==> src/urf_pkg.sv <==
// shared types and constants for the uart register window with receive fifo
// no dependencies
package urf_pkg;

  // default receive fifo depth in entries (holds one less than this)
  localparam int unsigned FifoDepthDefault = 256;

  // register window layout and line status codes
  localparam logic [2:0] LsrOffset = 3'd5;
  localparam logic [7:0] LsrReady  = 8'h21;
  localparam logic [7:0] LsrIdle   = 8'h20;
  localparam logic [7:0] EmptyByte = 8'hFF;

  // item kinds carried on the input tuser
  typedef enum logic [1:0] {
    OpRxByte = 2'd0,
    OpWrite  = 2'd1,
    OpRead   = 2'd2
  } op_e;

  // fifo request from the register window logic
  typedef struct packed {
    logic       push;
    logic       pop;
    logic [7:0] data;
  } fifo_cmd_t;

  // fifo occupancy as seen by the register window logic
  typedef struct packed {
    logic empty;
    logic single;
  } fifo_stat_t;

  // one result transaction
  typedef struct packed {
    logic       bad_offset;
    logic [7:0] tx_byte;
    logic       tx_valid;
    logic [7:0] read_data;
  } result_t;

endpackage

==> src/urf_ram.sv <==
// generic single write port ram with one registered read port
// no dependencies
module urf_ram #(
  parameter int unsigned Width = 8,
  parameter int unsigned Depth = 256
) (
  input  logic                     clk_i,
  input  logic                     we_i,
  input  logic [$clog2(Depth)-1:0] waddr_i,
  input  logic [Width-1:0]         wdata_i,
  input  logic [$clog2(Depth)-1:0] raddr_i,
  output logic [Width-1:0]         rdata_o
);

  logic [Width-1:0] mem_q [Depth];
  logic [Width-1:0] rdata_q;

  // write port and registered read, read returns old data on a collision
  always_ff @(posedge clk_i) begin
    if (we_i) begin
      mem_q[waddr_i] <= wdata_i;
    end
    rdata_q <= mem_q[raddr_i];
  end

  assign rdata_o = rdata_q;

endmodule

==> src/urf_rx_fifo.sv <==
// receive ring fifo: pointers, storage ram and head-of-queue bypass
// depends on urf_pkg and urf_ram
module urf_rx_fifo #(
  parameter int unsigned FifoDepth = urf_pkg::FifoDepthDefault
) (
  input  logic                   clk_i,
  input  logic                   rst_ni,
  input  urf_pkg::fifo_cmd_t     cmd_i,
  output urf_pkg::fifo_stat_t    stat_o,
  output logic [7:0]             head_o
);
  import urf_pkg::*;

  localparam int unsigned PtrW = $clog2(FifoDepth);
  localparam logic [PtrW-1:0] PtrLast = PtrW'(FifoDepth - 1);

  logic [PtrW-1:0] wptr_q, wptr_d, rptr_q, rptr_d;
  logic [PtrW-1:0] wptr_nxt, rptr_nxt;
  logic            full, we;
  logic            byp_q, byp_d;
  logic [7:0]      byp_data_q;
  logic [7:0]      ram_rdata;

  // ring increments
  assign wptr_nxt = (wptr_q == PtrLast) ? '0 : wptr_q + 1'b1;
  assign rptr_nxt = (rptr_q == PtrLast) ? '0 : rptr_q + 1'b1;

  // occupancy
  assign full          = (wptr_nxt == rptr_q);
  assign stat_o.empty  = (wptr_q == rptr_q);
  assign stat_o.single = (rptr_nxt == wptr_q);

  // pointer updates, a push into a full fifo is dropped
  assign we     = cmd_i.push && !full;
  assign wptr_d = we ? wptr_nxt : wptr_q;
  assign rptr_d = (cmd_i.pop && !stat_o.empty) ? rptr_nxt : rptr_q;

  // a byte written to the next head slot is not yet visible on the read port
  assign byp_d = we && (wptr_q == rptr_d);

  always_ff @(posedge clk_i or negedge rst_ni) begin
    if (!rst_ni) begin
      wptr_q <= '0;
      rptr_q <= '0;
      byp_q  <= 1'b0;
    end else begin
      wptr_q <= wptr_d;
      rptr_q <= rptr_d;
      byp_q  <= byp_d;
    end
  end

  always_ff @(posedge clk_i) begin
    byp_data_q <= cmd_i.data;
  end

  // storage, read address tracks the head for the next cycle
  urf_ram #(
    .Width (8),
    .Depth (FifoDepth)
  ) u_ram (
    .clk_i   (clk_i),
    .we_i    (we),
    .waddr_i (wptr_q),
    .wdata_i (cmd_i.data),
    .raddr_i (rptr_d),
    .rdata_o (ram_rdata)
  );

  assign head_o = byp_q ? byp_data_q : ram_rdata;

endmodule

==> src/urf_regfile.sv <==
// eight byte register window and the decode of one item into a result
// depends on urf_pkg
module urf_regfile (
  input  logic                clk_i,
  input  logic                rst_ni,
  input  logic                go_i,
  input  logic [1:0]          op_i,
  input  logic [2:0]          offset_i,
  input  logic [7:0]          data_i,
  input  logic                soc_mode_i,
  input  urf_pkg::fifo_stat_t stat_i,
  input  logic [7:0]          head_i,
  output urf_pkg::fifo_cmd_t  cmd_o,
  output urf_pkg::result_t    res_o
);
  import urf_pkg::*;

  logic [7:0] win_q [8];
  logic [7:0] win_d [8];
  logic [7:0] pop_byte;
  logic       is_wr;

  assign pop_byte = stat_i.empty ? EmptyByte : head_i;
  assign is_wr    = (op_e'(op_i) == OpWrite);

  // decode the item, update the window and form the result
  always_comb begin
    win_d = win_q;
    cmd_o = '0;
    res_o = '0;
    cmd_o.data = data_i;
    if (go_i) begin
      case (op_e'(op_i))
        OpRxByte: begin
          cmd_o.push = 1'b1;
        end
        OpWrite, OpRead: begin
          if (offset_i != 3'd0 && !soc_mode_i) begin
            res_o.bad_offset = 1'b1;
          end else if (offset_i == 3'd0) begin
            if (is_wr) begin
              win_d[0]       = data_i;
              res_o.tx_valid = 1'b1;
              res_o.tx_byte  = data_i;
            end else begin
              cmd_o.pop       = !stat_i.empty;
              win_d[0]        = pop_byte;
              win_d[LsrOffset] = (!stat_i.empty && !stat_i.single) ? LsrReady : LsrIdle;
              res_o.read_data = pop_byte;
            end
          end else begin
            if (is_wr) begin
              win_d[offset_i] = data_i;
            end
            if (offset_i == LsrOffset) begin
              win_d[LsrOffset] = stat_i.empty ? LsrIdle : LsrReady;
            end
            if (!is_wr) begin
              res_o.read_data = win_d[offset_i];
            end
          end
        end
        default: begin
          res_o = '0;
        end
      endcase
    end
  end

  always_ff @(posedge clk_i or negedge rst_ni) begin
    if (!rst_ni) begin
      for (int i = 0; i < 8; i++) begin
        win_q[i] <= '0;
      end
    end else begin
      win_q <= win_d;
    end
  end

endmodule

==> src/uart_rx_fifo_registers.sv <==
// throughput: one item per cycle while the result output is not stalled
// stages: input register, one decode stage, result register
// the receive fifo ram has a registered read; a head bypass keeps pops at full rate
// reset: asynchronous active low, clears pointers, window, soc mode and valid flags
// no clearing pass: fifo storage is only read after it is written
// depends on urf_pkg, urf_rx_fifo, urf_regfile
module uart_rx_fifo_registers #(
  parameter int unsigned FifoDepth = urf_pkg::FifoDepthDefault
) (
  input  logic        clk_i,
  input  logic        rst_ni,
  // configuration write channel
  input  logic        cfg_valid_i,
  output logic        cfg_ready_o,
  input  logic        cfg_data_i,     // soc_mode
  // item input
  input  logic        s_axis_tvalid,
  output logic        s_axis_tready,
  input  logic [15:0] s_axis_tdata,   // [2:0] offset, [10:3] data, [15:11] zero
  input  logic [1:0]  s_axis_tuser,   // [1:0] op
  // result output
  output logic        m_axis_tvalid,
  input  logic        m_axis_tready,
  output logic [15:0] m_axis_tdata,   // [7:0] read_data, [15:8] tx_byte
  output logic [1:0]  m_axis_tuser    // [0] tx_valid, [1] bad_offset
);
  import urf_pkg::*;

  logic       soc_mode_q;
  logic       in_vld_q, out_vld_q;
  logic [1:0] op_q;
  logic [2:0] off_q;
  logic [7:0] data_q;
  logic       go, in_acc;
  fifo_cmd_t  fcmd;
  fifo_stat_t fstat;
  logic [7:0] head;
  result_t    res, res_q;

  // configuration register
  assign cfg_ready_o = 1'b1;
  always_ff @(posedge clk_i or negedge rst_ni) begin
    if (!rst_ni) begin
      soc_mode_q <= 1'b0;
    end else if (cfg_valid_i) begin
      soc_mode_q <= cfg_data_i;
    end
  end

  // stage handshakes
  assign go            = in_vld_q && (!out_vld_q || m_axis_tready);
  assign s_axis_tready = !in_vld_q || go;
  assign in_acc        = s_axis_tvalid && s_axis_tready;

  always_ff @(posedge clk_i or negedge rst_ni) begin
    if (!rst_ni) begin
      in_vld_q  <= 1'b0;
      out_vld_q <= 1'b0;
    end else begin
      if (s_axis_tready) begin
        in_vld_q <= s_axis_tvalid;
      end
      if (go) begin
        out_vld_q <= 1'b1;
      end else if (m_axis_tready) begin
        out_vld_q <= 1'b0;
      end
    end
  end

  // input and result payload registers
  always_ff @(posedge clk_i) begin
    if (in_acc) begin
      op_q   <= s_axis_tuser;
      off_q  <= s_axis_tdata[2:0];
      data_q <= s_axis_tdata[10:3];
    end
    if (go) begin
      res_q <= res;
    end
  end

  urf_rx_fifo #(
    .FifoDepth (FifoDepth)
  ) u_fifo (
    .clk_i  (clk_i),
    .rst_ni (rst_ni),
    .cmd_i  (fcmd),
    .stat_o (fstat),
    .head_o (head)
  );

  urf_regfile u_regs (
    .clk_i      (clk_i),
    .rst_ni     (rst_ni),
    .go_i       (go),
    .op_i       (op_q),
    .offset_i   (off_q),
    .data_i     (data_q),
    .soc_mode_i (soc_mode_q),
    .stat_i     (fstat),
    .head_i     (head),
    .cmd_o      (fcmd),
    .res_o      (res)
  );

  assign m_axis_tvalid = out_vld_q;
  assign m_axis_tdata  = {res_q.tx_byte, res_q.read_data};
  assign m_axis_tuser  = {res_q.bad_offset, res_q.tx_valid};

endmodule

==> config.mk <==
export PLATFORM = sky130hd
export DESIGN_NAME = uart_rx_fifo_registers
export DESIGN_NICKNAME = d
export VERILOG_FILES = /design/src/urf_pkg.sv /design/src/urf_ram.sv /design/src/urf_rx_fifo.sv /design/src/urf_regfile.sv /design/src/uart_rx_fifo_registers.sv
export SDC_FILE = /design/constraint.sdc
export NUM_CORES = 2
export LEC_CHECK = 0
export BUFFER_PORTS_ARGS = -buffer_cell sky130_fd_sc_hd__buf_2
export CORE_ASPECT_RATIO = 0.7
export CORE_MARGIN = 2
export CORE_UTILIZATION = 50
export DETAILED_ROUTE_END_ITERATION = 8
export GPL_ROUTABILITY_DRIVEN = 0
export PLACE_DENSITY = 0.74
export SLEW_MARGIN = 20
export SYNTH_ARGS = -nofsm -noshare
export SYNTH_HDL_FRONTEND = slang
export SYNTH_SLANG_ARGS = --single-unit
==> constraint.sdc <==
create_clock -name clk_i -period 4.4 [get_ports clk_i]
set_input_delay 0 -clock clk_i [delete_from_list [all_inputs] [get_ports clk_i]]
set_output_delay 0 -clock clk_i [all_outputs]
set_load 0.02 [all_outputs]
==> key figures <==
Detailed routing
  • Total iterations of the first detailed-routing run: 7
  • Via total after detailed routing: 60804
  • Routed WL per cell: 28.9 µm
  • DRT antenna net count: 0
  • Number of vias per cell: 6.43
  • Total DRC errors in the routed layout: 0
  • Number of DRC markers in iteration 0: 11854
  • Final wirelength: 274000 µm

Power
  • Cell leakage power: 34.8 nW
  • Power density of the placed cells: 530 mW/mm²
  • Total power of the final layout: 53.4 mW
  • Peak ir drop on the vdd network: 0.000404 V

Floorplanning
  • Overall die area: 0.177 mm²
  • Num rows: 127
  • Number of top-level design ports: 45
  • Vertical die dimension: 353 µm
  • Starting utilization of the core area: 50.5%
  • Area of the core: 0.172 mm²
  • Die Width: 502 µm

Synthesis
  • Number of enable-type register cells in the synthesized netlist: 2079
  • Cell taking the most area after synthesis: sky130_fd_sc_hd__edfxtp_1
  • Most repeated cell in the gate-level netlist after synthesis: sky130_fd_sc_hd__edfxtp_1
  • Most numerous cell types in the synthesized netlist: sky130_fd_sc_hd__edfxtp_1, sky130_fd_sc_hd__nand2_1, sky130_fd_sc_hd__nand3_1
  • Synthesized instance count: 6420
  • Synth warnings: 0
  • Average instance area after synthesis: 13.5 µm²
  • Share of the yosys chip area belonging to registers: 74.3%
  • Synth Register Bits: 2163
  • Fraction of the mapped netlist area in compound gates: 6.63%
  • Async SR Flop Fraction: 3.14%
  • Area share of the leading cell type in the synthesized netlist: 72.0%
  • Adder and majority gate portion of the synthesized area: 0.101%
  • Simple-Gate Fraction of Synth Area: 13.0%
  • Synth Area in XOR/XNOR: 0.290%
  • Synthesized cell area: 0.0868 mm²
  • Synth unique cells: 85
  • Top_reg_cell synth: sky130_fd_sc_hd__edfxtp_1
  • Main combinational cell family by area after synthesis: simple AND/OR/NAND/NOR gates
  • Fraction of synthesized area in multiplexers: 3.13%
  • Top cells by area in the synthesized netlist: sky130_fd_sc_hd__edfxtp_1, sky130_fd_sc_hd__nand2_1, sky130_fd_sc_hd__nand3_1, sky130_fd_sc_hd__mux2i_1, sky130_fd_sc_hd__dfrtp_1
  • Post-Syn Nets: 6451

Finish
  • Non-Filler Cell Area, Final: 0.101 mm²
  • Total of fill cells in the finished design: 12677
  • Non-filler cells, final: 9459
  • Final layout net count: 7016
  • Share of post-route cells with drive strength above 1: 16.6%
  • Area delta synth->final: 16.0%

Setup path
  • Cell depth of the worst setup path: 19
  • Critical Path Slowest Stage Cell: sky130_fd_sc_hd__nor4_4
  • Largest driver fanout on the critical path: 13
  • CP Launch Point: op_q[0]
  • Setup crit end kind: flop
  • Worst path arrival time: 5.10 ns
  • Largest stage delay on the critical path: 0.63 ns
  • Critical path data required time: 5.09 ns
  • Critical path class: flop to flop
  • Origin of the critical flop-to-flop path: op_q[0]
  • Critical path startpoint category: flop
  • Worst setup path endpoint: u_fifo.u_ram.rdata_o[3]
  • Endpoint of the most critical register-to-register path: u_fifo.u_ram.rdata_o[3]
  • Gate family responsible for the most delay along the worst path: simple AND/OR/NAND/NOR gates
  • Register-to-register path setup slack: -0.006 ns
  • Buffering stage count on the worst path with inverters included: 7
  • Cell breakdown of the critical path: ha_1 -> nor4_2 -> buf_4 -> and3_1 -> o21ai_4 -> a21oi_4 -> buf_12 -> buf_12 -> inv_8 -> buf_12 -> nor2_4 -> buf_6 -> a31oi_1 -> nand4_1 -> nand3_2 -> nor4_4 -> buf_4 -> o21ai_2 -> a21boi_1
  • Cell with the most instances on the worst path: sky130_fd_sc_hd__buf_12
  • Worst reg2reg path depth: 19

Clocking
  • Skew-Pair Late Insertion Delay: 0.83 ns
  • Number of CTS-inserted buffers: 184
  • Clock Sink Count: 2163
  • Clock root buffer: sky130_fd_sc_hd__clkbuf_16
  • Buffer levels on the longest clock path: 3
  • Clock tree from TritonCTS: done
  • Clock slew seen by the registers of the worst setup and hold paths: 0.07 ns
  • Clock H-tree levels: 4

Timing
  • Post-Route Setup TNS: -0.00593 ns
  • Worst slew pin tran: 1.17 ns
  • Setup violation total in the final timing report: 1
  • Normalized max-slew margin: 21.9%
  • Post-route setup slack: -0.00593 ns
  • Maximum clock frequency: 0.227 GHz
  • Setup skew after layout: 0.0296 ns
  • Minimum clock period: 4.41 ns
  • Max-slew violations: 0
  • Tcrit/Tclk final: 100%
  • Count of endpoints failing hold in the final timing report: 0

Global routing
  • Number of global-route vias before repair: 56088
  • Wire length of the first global-routing pass: 388000 µm
  • Maximum number of pins on one net before global-route repair: 173
  • Number of antenna violations at the first check in global routing: 12
  • Overall global routing resource usage: 30.0%
  • Congestion Overflow GR: 0

Min path
  • Class of the tightest hold or removal check: input port to flop

Placement
  • Worst setup slack before clock tree synthesis: -0.227 ns
  • HPWL reported at the end of detailed placement: 173000 µm
  • Count of input and output buffers: 38
  • Placed cell areas: 0.0941 mm²
  • # placed instances: 9077

Job
  • Number of max-capacitance violations reported: 0

Outcome
  • Outcome: finished, violations left
  • Violated checks: setup timing
[how the worst min path moves through the flow]
| stage | start | end | slack (ns) | cells past startpoint |
|---|---|---|---|---|
| 3_3_place_gp | s_axis_tdata[7] | data_q[4] | 0.18 | 1 |
| 5_1_grt | m_axis_tready | m_axis_tvalid | 0.27 | 4 |
| 3_5_place_dp | s_axis_tdata[4] | data_q[1] | 0.18 | 1 |
| 2_1_floorplan | rst_ni | in_vld_q | -0.30 | 0 |
| 4_1_cts | m_axis_tready | m_axis_tvalid | 0.18 | 4 |
| 6_report | m_axis_tready | m_axis_tvalid | 0.28 | 4 |
[repair_timing]
item / in CTS / in global routing
cloned: 0 / 2
endpoints found under the setup margin: 6 / 8
pin swaps: 1 / 9
gates resized for setup: 20 / 39
hold endpoints to repair: 97 / 0
hold buffers: 36 / 0
setup buffers: 2 / 4
[metrics by stage]
| step | util (%) | hold WS, ns |
|---|---|---|
| floorplan | - | -0.296 |
| global placement | 54.8 | 0.177 |
| detailed placement | 54.8 | 0.178 |
| CTS | 58.4 | 0.176 |
| global route | 58.6 | 0.275 |
| finish | 58.6 | 0.281 |
[registers in the layout, summed over array words and instances (netlist names), 8 cells and up]
name,flops
u_fifo.u_ram.rdata_o,8
u_fifo.u_ram.mem_q,2048
u_regs.win_q,48
m_axis_tdata,16
data_q,8
u_fifo.wptr_q,8
u_fifo.rptr_q,8
u_fifo.byp_data_q,8
[cells in the final DEF, fill, tap and decap left out, drive strengths merged, types with 68 or more instances in the layout]
cell	Yosys	final
nand3	473	473
nor4	68	68
edfxtp	2079	2079
dfrtp	68	68
a21oi	272	272
a31oi	155	155
a32oi	69	69
mux2i	195	195
nand2	1606	1606
nor2	321	321
buf	295	761
clkbuf	125	258
[final cells by class]
type	count	area [µm²]	area share (%)
flip-flops and latches	2163	64500	64.0
well taps	2322	2910	2.89
clock inverters	76	672	0.667
clock buffers	256	5100	5.07
multi-input cells	3822	20400	20.3
inverters	15	85.1	0.0845
repair buffers	799	7020	6.98
diodes	6	15.0	0.0149
[power breakdown]
group	internal, mW	switching (mW)	total, mW
clock	8.64	7.45	16.1
sequential	22.8	0.161	22.9
combinational	4.73	9.61	14.3
[cell families after synthesis]
kind of cell | count (synthesis)
AOI/OAI and AO/OA | 857
other | 1
adders and majority gates | 7
buffers and inverters | 435
xor gates and xnor gates | 27
muxes | 262
DFF | 2163
and+or+nand+nor | 2668
[tightest hold or removal path: stages]
cell	delay [ns]
sky130_fd_sc_hd__dlygate4sd3_1	0.53
sky130_fd_sc_hd__buf_2	0.12
sky130_fd_sc_hd__nand2b_1	0.33
sky130_fd_sc_hd__nand2b_1	0.09
[metal layers]
| layer | global-route usage [%] | routed length (µm) | vias to the layer above |
|---|---|---|---|
| met5 | 0 | 167 | - |
| met4 | 11.4 | 11500 | 18 |
| met3 | 11.8 | 49500 | 771 |
| met2 | 41.1 | 113000 | 5351 |
| met1 | 43.1 | 99600 | 29632 |
| li1 | - | - | 25032 |
(Power assumes the default switching activity.)
